==> src/sv/dft_pkg.sv <==
// Shared types and constants for the dedup flow table.
// Used by dft_ctrl, dft_dpath and dedup_flow_table_core.
package dft_pkg;

  localparam int KEY_HI_W = 40;
  localparam int KEY_LO_W = 64;
  localparam int KEY_W    = KEY_HI_W + KEY_LO_W;

  localparam logic CMD_ADD = 1'b0;
  localparam logic CMD_GET = 1'b1;

  // controller -> datapath
  typedef struct packed {
    logic accept;      // latch input item, rewind scan index
    logic scan_rd;     // read entry at scan index, advance index
    logic get_rd;      // read entry at read pointer
    logic commit_add;  // write key at write pointer, result added=1
    logic commit_dup;  // result added=0
    logic commit_get;  // result from read entry, advance read pointer if found
    logic load_out;    // move result into output register
  } dft_cmd_t;

  // datapath -> controller
  typedef struct packed {
    logic hit;         // previously read entry equals the key
    logic scan_last;   // scan index at last entry
    logic out_busy;    // output register full and not being taken
  } dft_sts_t;

endpackage

==> src/sv/dedup_flow_table_core.sv <==
// Top level of the dedup flow table: controller plus datapath.
// Depends on dft_pkg, dft_ctrl, dft_dpath (and dft_ram below it).
//
// Usage: in_* carries commands (in_cmd add or get, with a 104-bit key split
// in in_key_high / in_key_low). Each accepted command yields exactly one
// transfer on out_*: added for add, found plus flow key for get.
// One command is worked at a time; in_ready is high only while idle.
// A get reads the entry at the read pointer. For an add, the entry RAM has
// one read port, so duplicate search reads one entry per cycle and stops
// early on a match.
// A new command is taken once the result has entered the output register.
// Reset (synchronous, rst_n low): pointers cleared, every table entry
// marked empty (reads as zero), no result pending. No clearing pass.
// Receiver stall: the result waits in the output register; the next
// command may already be accepted and searched, and its result waits in
// a holding register until the output register empties.
module dedup_flow_table_core #(
  parameter int TABLE_ENTRIES = 16
) (
  input  logic                         clk,
  input  logic                         rst_n,
  input  logic                         in_valid,
  output logic                         in_ready,
  input  logic                         in_cmd,
  input  logic [dft_pkg::KEY_HI_W-1:0] in_key_high,
  input  logic [dft_pkg::KEY_LO_W-1:0] in_key_low,
  output logic                         out_valid,
  input  logic                         out_ready,
  output logic                         out_added,
  output logic                         out_found,
  output logic [dft_pkg::KEY_HI_W-1:0] out_flow_high,
  output logic [dft_pkg::KEY_LO_W-1:0] out_flow_low
);
  import dft_pkg::*;

  dft_cmd_t cmd;
  dft_sts_t sts;

  dft_ctrl u_ctrl (
    .clk      (clk),
    .rst_n    (rst_n),
    .in_valid (in_valid),
    .in_cmd   (in_cmd),
    .in_ready (in_ready),
    .sts      (sts),
    .cmd      (cmd)
  );

  dft_dpath #(
    .TABLE_ENTRIES (TABLE_ENTRIES)
  ) u_dpath (
    .clk           (clk),
    .rst_n         (rst_n),
    .cmd           (cmd),
    .sts           (sts),
    .in_cmd        (in_cmd),
    .in_key_high   (in_key_high),
    .in_key_low    (in_key_low),
    .out_valid     (out_valid),
    .out_ready     (out_ready),
    .out_added     (out_added),
    .out_found     (out_found),
    .out_flow_high (out_flow_high),
    .out_flow_low  (out_flow_low)
  );

  a_added_found_excl: assert property (@(posedge clk) disable iff (!rst_n)
    out_valid |-> !(out_added && out_found))
    else $error("added and found both set");

  a_empty_flow_zero: assert property (@(posedge clk) disable iff (!rst_n)
    (out_valid && !out_found) |-> (out_flow_high == '0 && out_flow_low == '0))
    else $error("flow key nonzero without found");

  a_busy_no_accept: assert property (@(posedge clk) disable iff (!rst_n)
    (in_valid && in_ready) |=> !in_ready)
    else $error("second command taken while one is in progress");

endmodule

==> src/sv/dft_ram.sv <==
// Generic single-write, single-read RAM with registered read data.
// No dependencies.
module dft_ram #(
  parameter int WIDTH = 8,
  parameter int DEPTH = 16
) (
  input  logic                     clk,
  input  logic                     we,
  input  logic [$clog2(DEPTH)-1:0] waddr,
  input  logic [WIDTH-1:0]         wdata,
  input  logic                     re,
  input  logic [$clog2(DEPTH)-1:0] raddr,
  output logic [WIDTH-1:0]         rdata
);

  logic [WIDTH-1:0] mem [DEPTH];
  logic [WIDTH-1:0] rdata_r;

  always_ff @(posedge clk) begin
    if (we) begin
      mem[waddr] <= wdata;
    end
    if (re) begin
      rdata_r <= mem[raddr];
    end
  end

  assign rdata = rdata_r;

endmodule

==> src/sv/dft_ctrl.sv <==
// Sequencing state machine for the dedup flow table.
// Depends on dft_pkg; drives dft_dpath through dft_cmd_t / dft_sts_t.
module dft_ctrl (
  input  logic              clk,
  input  logic              rst_n,
  input  logic              in_valid,
  input  logic              in_cmd,
  output logic              in_ready,
  input  dft_pkg::dft_sts_t sts,
  output dft_pkg::dft_cmd_t cmd
);
  import dft_pkg::*;

  typedef enum logic [5:0] {
    S_IDLE     = 6'b000001,
    S_GET_RD   = 6'b000010,
    S_GET_EV   = 6'b000100,
    S_SCAN     = 6'b001000,
    S_SCAN_END = 6'b010000,
    S_OUT      = 6'b100000
  } state_t;

  state_t state_r, state_nxt;

  always_comb begin
    state_nxt = state_r;
    cmd       = '0;
    in_ready  = 1'b0;
    unique case (state_r)
      S_IDLE: begin
        in_ready = 1'b1;
        if (in_valid) begin
          cmd.accept = 1'b1;
          if (in_cmd == CMD_GET) begin
            state_nxt = S_GET_RD;
          end else begin
            state_nxt = S_SCAN;
          end
        end
      end
      S_GET_RD: begin
        cmd.get_rd = 1'b1;
        state_nxt  = S_GET_EV;
      end
      S_GET_EV: begin
        cmd.commit_get = 1'b1;
        state_nxt      = S_OUT;
      end
      S_SCAN: begin
        priority if (sts.hit) begin
          cmd.commit_dup = 1'b1;
          state_nxt      = S_OUT;
        end else if (sts.scan_last) begin
          cmd.scan_rd = 1'b1;
          state_nxt   = S_SCAN_END;
        end else begin
          cmd.scan_rd = 1'b1;
        end
      end
      S_SCAN_END: begin
        if (sts.hit) begin
          cmd.commit_dup = 1'b1;
        end else begin
          cmd.commit_add = 1'b1;
        end
        state_nxt = S_OUT;
      end
      S_OUT: begin
        if (!sts.out_busy) begin
          cmd.load_out = 1'b1;
          state_nxt    = S_IDLE;
        end
      end
      default: begin
        state_nxt = S_IDLE;
      end
    endcase
  end

  always_ff @(posedge clk) begin
    if (!rst_n) begin
      state_r <= S_IDLE;
    end else begin
      state_r <= state_nxt;
    end
  end

endmodule

==> src/sv/dft_dpath.sv <==
// Datapath of the dedup flow table: key latch, entry RAM, valid bits,
// pointers, compare and output register. Depends on dft_pkg and dft_ram.
module dft_dpath #(
  parameter int TABLE_ENTRIES = 16
) (
  input  logic                           clk,
  input  logic                           rst_n,
  input  dft_pkg::dft_cmd_t              cmd,
  output dft_pkg::dft_sts_t              sts,
  input  logic                           in_cmd,
  input  logic [dft_pkg::KEY_HI_W-1:0]   in_key_high,
  input  logic [dft_pkg::KEY_LO_W-1:0]   in_key_low,
  output logic                           out_valid,
  input  logic                           out_ready,
  output logic                           out_added,
  output logic                           out_found,
  output logic [dft_pkg::KEY_HI_W-1:0]   out_flow_high,
  output logic [dft_pkg::KEY_LO_W-1:0]   out_flow_low
);
  import dft_pkg::*;

  localparam int IDX_W = $clog2(TABLE_ENTRIES);
  localparam logic [IDX_W-1:0] LAST_IDX = IDX_W'(TABLE_ENTRIES - 1);

  logic [KEY_HI_W-1:0]      key_hi_r;
  logic [KEY_LO_W-1:0]      key_lo_r;
  logic [IDX_W-1:0]         idx_r;
  logic [IDX_W-1:0]         wr_ptr_r, rd_ptr_r;
  logic [TABLE_ENTRIES-1:0] vld_r;
  logic                     rd_pend_r;
  logic                     rvld_r;
  logic                     res_added_r, res_found_r;
  logic [KEY_HI_W-1:0]      res_hi_r;
  logic [KEY_LO_W-1:0]      res_lo_r;
  logic                     out_valid_r;
  logic                     out_added_r, out_found_r;
  logic [KEY_HI_W-1:0]      out_hi_r;
  logic [KEY_LO_W-1:0]      out_lo_r;

  logic                     ram_re;
  logic [IDX_W-1:0]         ram_raddr;
  logic [KEY_W-1:0]         ram_rdata;
  logic [KEY_HI_W-1:0]      ent_hi;
  logic [KEY_LO_W-1:0]      ent_lo;
  logic                     ent_nz;

  function automatic logic [IDX_W-1:0] wrap_inc(input logic [IDX_W-1:0] p);
    wrap_inc = (p == LAST_IDX) ? '0 : p + 1'b1;
  endfunction

  assign ram_re    = cmd.scan_rd | cmd.get_rd;
  assign ram_raddr = cmd.get_rd ? rd_ptr_r : idx_r;

  dft_ram #(
    .WIDTH (KEY_W),
    .DEPTH (TABLE_ENTRIES)
  ) u_ram (
    .clk   (clk),
    .we    (cmd.commit_add),
    .waddr (wr_ptr_r),
    .wdata ({key_hi_r, key_lo_r}),
    .re    (ram_re),
    .raddr (ram_raddr),
    .rdata (ram_rdata)
  );

  // never-written entries read as zero
  assign ent_hi = rvld_r ? ram_rdata[KEY_W-1:KEY_LO_W] : '0;
  assign ent_lo = rvld_r ? ram_rdata[KEY_LO_W-1:0]     : '0;
  assign ent_nz = (ent_hi != '0) || (ent_lo != '0);

  assign sts.hit       = rd_pend_r && (ent_hi == key_hi_r) && (ent_lo == key_lo_r);
  assign sts.scan_last = (idx_r == LAST_IDX);
  assign sts.out_busy  = out_valid_r && !out_ready;

  always_ff @(posedge clk) begin
    if (ram_re) begin
      rvld_r <= vld_r[ram_raddr];
    end
    if (cmd.accept) begin
      key_hi_r <= in_cmd == CMD_ADD ? in_key_high : '0;
      key_lo_r <= in_cmd == CMD_ADD ? in_key_low  : '0;
    end
    if (cmd.commit_add) begin
      res_added_r <= 1'b1;
      res_found_r <= 1'b0;
      res_hi_r    <= '0;
      res_lo_r    <= '0;
    end else if (cmd.commit_dup) begin
      res_added_r <= 1'b0;
      res_found_r <= 1'b0;
      res_hi_r    <= '0;
      res_lo_r    <= '0;
    end else if (cmd.commit_get) begin
      res_added_r <= 1'b0;
      res_found_r <= ent_nz;
      res_hi_r    <= ent_hi;
      res_lo_r    <= ent_lo;
    end
    if (cmd.load_out) begin
      out_added_r <= res_added_r;
      out_found_r <= res_found_r;
      out_hi_r    <= res_hi_r;
      out_lo_r    <= res_lo_r;
    end
  end

  always_ff @(posedge clk) begin
    if (!rst_n) begin
      idx_r       <= '0;
      wr_ptr_r    <= '0;
      rd_ptr_r    <= '0;
      vld_r       <= '0;
      rd_pend_r   <= 1'b0;
      out_valid_r <= 1'b0;
    end else begin
      rd_pend_r <= cmd.scan_rd;
      if (cmd.accept) begin
        idx_r <= '0;
      end else if (cmd.scan_rd) begin
        idx_r <= wrap_inc(idx_r);
      end
      if (cmd.commit_add) begin
        vld_r[wr_ptr_r] <= 1'b1;
        wr_ptr_r        <= wrap_inc(wr_ptr_r);
      end
      if (cmd.commit_get && ent_nz) begin
        rd_ptr_r <= wrap_inc(rd_ptr_r);
      end
      if (cmd.load_out) begin
        out_valid_r <= 1'b1;
      end else if (out_ready) begin
        out_valid_r <= 1'b0;
      end
    end
  end

  assign out_valid     = out_valid_r;
  assign out_added     = out_added_r;
  assign out_found     = out_found_r;
  assign out_flow_high = out_hi_r;
  assign out_flow_low  = out_lo_r;

  a_wr_ptr_range: assert property (@(posedge clk) disable iff (!rst_n)
    wr_ptr_r <= LAST_IDX && rd_ptr_r <= LAST_IDX)
    else $error("table pointer out of range");

  a_no_overwrite_busy: assert property (@(posedge clk) disable iff (!rst_n)
    cmd.load_out |-> !(out_valid_r && !out_ready))
    else $error("result loaded over a pending transfer");

  a_single_commit: assert property (@(posedge clk) disable iff (!rst_n)
    $countones({cmd.commit_add, cmd.commit_dup, cmd.commit_get}) <= 1)
    else $error("more than one commit in a cycle");

endmodule
==> config.mk <==
export PLATFORM = sky130hd
export DESIGN_NAME = dedup_flow_table_core
export DESIGN_NICKNAME = d
export VERILOG_FILES = /design/src/sv/dft_pkg.sv /design/src/sv/dedup_flow_table_core.sv /design/src/sv/dft_ram.sv /design/src/sv/dft_ctrl.sv /design/src/sv/dft_dpath.sv
export SDC_FILE = /design/constraint.sdc
export NUM_CORES = 2
export LEC_CHECK = 0
export BUFFER_PORTS_ARGS = -buffer_cell sky130_fd_sc_hd__buf_2
export CAP_MARGIN = 20
export CORE_ASPECT_RATIO = 0.8
export CORE_MARGIN = 1
export CORE_UTILIZATION = 55
export CTS_BUF_LIST = sky130_fd_sc_hd__clkbuf_4
export DETAILED_ROUTE_END_ITERATION = 7
export HOLD_SLACK_MARGIN = 0.03
export PLACE_DENSITY_LB_ADDON = 0.08
export RECOVER_POWER = 100
export SLEW_MARGIN = 40
export SYNTH_ARGS = -nofsm -noshare
export SYNTH_HDL_FRONTEND = slang
export SYNTH_SLANG_ARGS = --single-unit
==> constraint.sdc <==
create_clock -name clk -period 9.5 [get_ports clk]
set_clock_uncertainty 0.15 [all_clocks]
set_input_delay 0 -clock clk [delete_from_list [all_inputs] [get_ports clk]]
set_output_delay 0 -clock clk [all_outputs]
set_load 0.02 [all_outputs]
# Yosys cells after proc, flatten, opt, wreduce, memory -nomap -nowiden

Memories as Yosys holds them, arrays and structs flattened. A register that Yosys moved wholly into a read port is not among the register bits.
Cells that the tools add are included.

Bits in registers: 353
Latch bits: 0
RAM bits: 1,664
ROM bits: 0
Bits of input ports: 109
Output and inout bits: 108
Memories kept: 1

Add/subtract/negate cells: 3
$mul: 0
Divide/modulo/power cells: 0
Order comparisons: 3
Equality and inequality tests: 14
Shift operators: 0
Muxes and demuxes: 34
Bitwise logic cells: 3
Reduce and logical (&&, ||, !) cells: 16

Memories:

| name              | words | width | read ports | clocked after memory_dff | wr ports | RTL line      | text |
|---|---|---|---|---|---|---|---|
| u_dpath.u_ram.mem | 16    | 104   | 1          | 1                        | 1        | dft_ram.sv:16 | `logic [WIDTH-1:0] mem [DEPTH];` |

Operators by type and width:

| cell                                                                 | number |
|---|---|
| 64-bit == test                                                       | 1 |
| 64-bit 2-to-1 mux                                                    | 1 |
| 64-bit nonzero test                                                  | 1 |
| 40-bit == test                                                       | 1 |
| 40-bit 2-to-1 mux                                                    | 1 |
| 40-bit nonzero test                                                  | 1 |
| 6-bit one-hot mux with 5 select lines                                | 1 |
| 6-bit 2-to-1 mux                                                     | 4 |
| 1-bit 2-to-1 mux                                                     | 20 |
| 4-bit 2-to-1 mux                                                     | 5 |
| 16-bit OR                                                            | 1 |
| 4-bit by 1-bit adder with 4-bit output, second input constant        | 3 |
| 4-bit == test, second input constant                                 | 3 |
| 4-bit by 5-bit < comparator with 1-bit output, second input constant | 2 |
| 2-bit OR reduction                                                   | 4 |
| 6-bit by 1-bit == test with 1-bit output, second input constant      | 1 |
| 6-bit by 2-bit == test with 1-bit output, second input constant      | 1 |
| 6-bit by 3-bit == test with 1-bit output, second input constant      | 1 |
| 6-bit by 4-bit == test with 1-bit output, second input constant      | 1 |
| 6-bit by 5-bit == test with 1-bit output, second input constant      | 1 |
| 6-bit == test, second input constant                                 | 1 |
| 1-bit logical AND                                                    | 5 |
| 1-bit binary-select mux with 4-bit select                            | 1 |
| 1-bit demux with 4-bit select                                        | 1 |
| 9 further kinds                                                      | 11 |

# Logic depth before layout (Yosys ltp)

Depth in word-level cells: 8
Mapped depth: 12
Gate-level depth less buffers: 8

# Hierarchy

A second synthesis with hierarchy kept.

Cells, all modules: 3,934
Area total of the unflattened synthesis: 80,006.7 um^2

Modules (own cells, without submodules):

| module    | times used | cells each | area an instance (um^2) | sequential area each (um^2) |
|---|---|---|---|---|
| dft_ram   | 1          | 2,662      | 65,297.6                | 53,090.9 |
| dft_dpath | 1          | 1,216      | 14,227.4                | 9,058.7 |
| dft_ctrl  | 1          | 56         | 481.7                   | 120.1 |

# Least setup slack after synthesis

Ideal clock, no wire load.

Path kind: flip-flop to flip-flop
Start point: reg u_dpath.rvld_r
End point: reg u_dpath.rvld_r, enable pin
Library setup time: 714 ps
Arrival: 9,060 ps
Path slack: -424 ps
Cell stages (with the launch flop): 11
Buffers on the path: 4
Clock period less this slack: 9,924 ps
Cells stage by stage: edfxtp_1 > buf_2 > buf_2 > o221ai_1 > o32a_1 > nor2_1 > o2111ai_1 > and4b_1 > buf_2 > buf_2 > o21ai_0

Cells in the longest elaborated chain, start to end: 7

Ends and longest elaborated chain:

| element                | RTL line        | text |
|---|---|---|
| from (decl)            | dft_dpath.sv:31 | `logic rvld_r;` |
| from (signal assigned) | dft_dpath.sv:78 | `rvld_r <= vld_r[ram_raddr];` |
| 40-bit 2-to-1 mux      | dft_dpath.sv:68 | `assign ent_hi = rvld_r ? ram_rdata[KEY_W-1:KEY_LO_W] : '0;` |
| 40-bit == test         | dft_dpath.sv:72 | `assign sts.hit = rd_pend_r && (ent_hi == key_hi_r) && (ent_lo == key_lo_r);` |
| 1-bit logical AND      | dft_dpath.sv:72 |  |
| 1-bit logical AND (*)  | dft_dpath.sv:72 |  |
| 1-bit 2-to-1 mux (*)   | -               |  |
| 1-bit 2-to-1 mux (*)   | dft_ctrl.sv:29  | `unique case (state_r)` |
| 1-bit OR (*)           | dft_dpath.sv:51 | `assign ram_re = cmd.scan_rd \| cmd.get_rd;` |
| via u_dpath.ram_re     | dft_dpath.sv:40 | `logic ram_re;` |

Mark *: on every way through the listed nets, which the timed path passes. The rest lies on a longest branch.
A chain may end at the register's enable or synchronous reset.

# Final worst setup path

Start point: reg u_dpath.rvld_r
End point: reg u_dpath.u_ram.rdata_r[43], in the netlist u_dpath.u_ram.rdata[43] (read register of u_dpath.u_ram.mem), enable pin

Cells in the longest elaborated chain, start to end: 7

Ends and longest elaborated chain:

| element               | RTL line        | text |
|---|---|---|
| 40-bit 2-to-1 mux     | dft_dpath.sv:68 |  |
| 40-bit == test        | dft_dpath.sv:72 |  |
| 1-bit logical AND     | dft_dpath.sv:72 |  |
| 1-bit logical AND (*) | dft_dpath.sv:72 |  |
| 1-bit 2-to-1 mux (*)  | -               |  |
| 1-bit 2-to-1 mux (*)  | dft_ctrl.sv:29  |  |
| 1-bit OR (*)          | dft_dpath.sv:51 |  |
| via u_dpath.ram_re    | dft_dpath.sv:40 |  |
| to (decl)             | dft_ram.sv:17   | `logic [WIDTH-1:0] rdata_r;` |

Marked as above.

==> metrics.yaml <==
placement:
  io_buffers: 216
  hpwlAfterDp_um: 130000
  gp_congestion: 0.915
synthesis:
  yosys.area.top_type: "edfxtp_1"
  ys_ff_latch: 2121
  yosysSeqAreaShare_pct: 76.5
  synth.distinct_cells: 71
  avgSynthCellArea_um2: 19.1
  synth_area_leaders: "edfxtp_1 73%, mux4_2 12%, dfxtp_1 3.5%"
  syn_inst: 4261
  synth_nets: 4376
  synth-edff-count: 1979
  async_reset_ff_share_pct: 0
  ys_warn_count: 0
  synth_most_common_cell: "edfxtp_1"
  synth_top_cell_area_share_pct: 73.1
  netlist_area_mm2: 0.0814
  ys.flop_type: "edfxtp_1"
  yosys-top-cells-count: "1,979 x edfxtp_1, 420 x mux4_2, 344 x nand2_1"
power:
  powerDensity_mw_per_mm2: 199
  p_int_mw: 14.6
  power.total_mw: 18.8
  p_leak_nw: 31.4
  peakVddDrop_mv: 0.144
  power_switching_mw: 4.23
  p_sw_share_pct: 22.5
  seq_power_share_pct: 57.6
  pwr-share-comb_pct: 3.2
  pwr-share-clk_pct: 39.2
floorplanning:
  rows: 125
  initial_utilization_pct: 55.7
  die_w_um: 432
  die_h_um: 346
  core_area_mm2: 0.146
  pin_count: 217
  die-area_mm2: 0.149
route:
  drt-initial-drc-count: 5688
  vias: 46684
  wl_per_cell_um: 30.5
  drtPass1Iterations: 6
  routed_wl_um: 229000
  vias_per_cell: 6.22
  drc_errors: 0
  antenna_left: 0
layout:
  num-fill-cells: 10338
  layout-drive-gt1-share_pct: 25.6
  syn_to_final_growth_pct: 15.8
  multiInputGateArea_mm2: 0.0177
  seq_area_mm2: 0.0623
  nets: 5322
timing:
  setup_viol: 0
  setup_tns_ps: 0
  relSlewSlack_pct: -178
  rsz0062_at_grt: "no"
  max_freq_ghz: 0.139
  post-route-min-period_ps: 7210
  fin_crit_sh_pct: 75.9
  worst_pin_slew_ps: 4170
  hold_viol: 0
  slew_violations: 738
global_route:
  grtUsageTotal_pct: 31.0
  grt_start_max_net_pins: 136
  antenna_found_initial: 14
  grt_overflow_total: 0
  grt_pass1_wl_um: 328000
  grt_pass1_vias: 46722
clock_tree:
  cts_buffer_depth: 4
  clock-sinks: 2121
  numCtsBuffers: 539
  cts-root-buf: "clkbuf_4"
  cts_max_level: 6
  clk_latency_ps: 1360
  cts_tree: "yes"
  cts_resized: 0
  clkTransAtPathRegs_ps: 60
setup_path:
  worstPathMaxFanout: 67
  cp.arrival_ps: 8020
  r2r-end: "u_dpath.u_ram.rdata[43]"
  endpoint_kind: "flip-flop"
  cp-startpoint: "u_dpath.rvld_r"
  cp.required_ps: 10310
  start_kind: "flip-flop"
  crit-reg2reg-launch: "u_dpath.rvld_r"
  worstSetupPathType: "reg2reg"
  rrSetupSlack_ps: 2290
  endpoint: "u_dpath.u_ram.rdata[43]"
  r2r_cells: 12
job:
  cap_violations: 15
status:
  status: "finished, violations left"
  violations: "capacitance limit, slew limit"
hold_path:
  hold_path.class: "in2reg"
-- power by group through the flow --
stage | logic, mW | registers [mW] | clock network [mW]
after floorplan | 0.235 | 10.9 | 0
after global placement | 0.447 | 11.0 | 0
after detailed placement | 0.480 | 11.0 | 0
after CTS | 0.579 | 10.8 | 7.51
after global routing | 0.632 | 10.8 | 7.99
final | 0.594 | 10.8 | 7.37
-- worst max-delay path, cell delays in order, from the launching register on --
cell	delay, ps
edfxtp_1	360
buf_4	520
clkbuf_1	2160
nor4_1	330
a32oi_1	330
a21oi_1	70
nand3_1	170
nor4_1	100
and4b_2	430
o21ai_4	190
clkbuf_1	1090
buf_16	410
buf_16	350
-- kinds of logic (layout without fill, tap and decap cells) --
kind of cell | after synthesis | in the layout | synth area share [%]
compound gates | 472 | 472 | 3.78
xor+xnor | 24 | 24 | 0.258
fa+ha+maj | 6 | 6 | 0.0923
buf+inv | 294 | 1564 | 1.83
flops | 2121 | 2121 | 76.5
mux | 427 | 427 | 11.7
other cells | 0 | 11 | 0
simple gates | 917 | 917 | 5.76
-- worst min path at each step --
| stage | from | to | slack, ps | cells after the start |
|---|---|---|---|---|
| after floorplan | in_valid | u_ctrl.state_r[0] | 10 | 1 |
| final | in_key_high[36] | u_dpath.key_hi_r[36] | 150 | 4 |
| after detailed placement | in_key_low[44] | u_dpath.key_lo_r[44] | 140 | 2 |
| after global routing | in_key_low[14] | u_dpath.key_lo_r[14] | 60 | 4 |
| after CTS | in_key_high[36] | u_dpath.key_hi_r[36] | 30 | 4 |
| after global placement | in_key_low[46] | u_dpath.key_lo_r[46] | 140 | 2 |
-- metrics by stage --
step / utilization, % / hold WS [ps] / setup slack [ps] / cells / instance area (um^2)
2_1_floorplan: - / 11.4 / 5.51 / 4261 / 81400
3_3_place_gp: 58.0 / 138 / 3770 / 6284 / 84600
3_5_place_dp: 58.3 / 144 / 3770 / 6310 / 85100
4_1_cts: 64.8 / 34.1 / 3730 / 7487 / 94500
5_1_grt: 64.6 / 58.3 / 1950 / 7510 / 94200
6_report: 64.6 / 155 / 2290 / 7510 / 94200
-- layout make-up --
type | instances | area share, %
Sequential cell | 2121 | 66.1
Multi-Input combinational cell | 1846 | 18.8
Antenna cell | 11 | 0.0292
Clock buffer | 762 | 6.07
Tap cell | 1968 | 2.61
Clock inverter | 103 | 0.588
Timing Repair Buffer | 644 | 5.58
Inverter | 55 | 0.220
-- placed cells by master, fill, tap and decap left out, types with 114 or more instances in the layout --
cell type / instances
nor2b_1: 123
clkbuf_4: 763
clkbuf_1: 153
dfxtp_1: 142
a21oi_1: 127
nand3_1: 114
edfxtp_1: 1979
dlygate4sd3_1: 312
mux4_2: 420
nand2_1: 344
-- registers in the layout, summed over array words and instances, names as in the netlist, 6 cells and up --
name,flops
u_dpath.u_ram.rdata,104
u_dpath.res_hi_r,40
u_dpath.out_flow_high,40
u_dpath.key_hi_r,40
u_dpath.vld_r,16
u_dpath.out_flow_low,64
u_dpath.u_ram.mem,1664
u_dpath.key_lo_r,64
u_ctrl.state_r,6
u_dpath.res_lo_r,64
-- metal layers --
| metal | global-route usage [%] | routed length [um] | share of wire, % |
|---|---|---|---|
| met4 | 11.0 | 6780 | 3.0 |
| met2 | 46.0 | 105000 | 46 |
| met1 | 45.3 | 93700 | 41 |
| met5 | 0 | 14 | 0.0061 |
| met3 | 7.52 | 23300 | 10 |
-- repair_timing --
item | CTS | global route
hold endpoints to repair | 350 | 0
buffers inserted | 0 | 0
hold buffers | 312 | 0
Note: power is estimated with default switching activity, not from simulation.
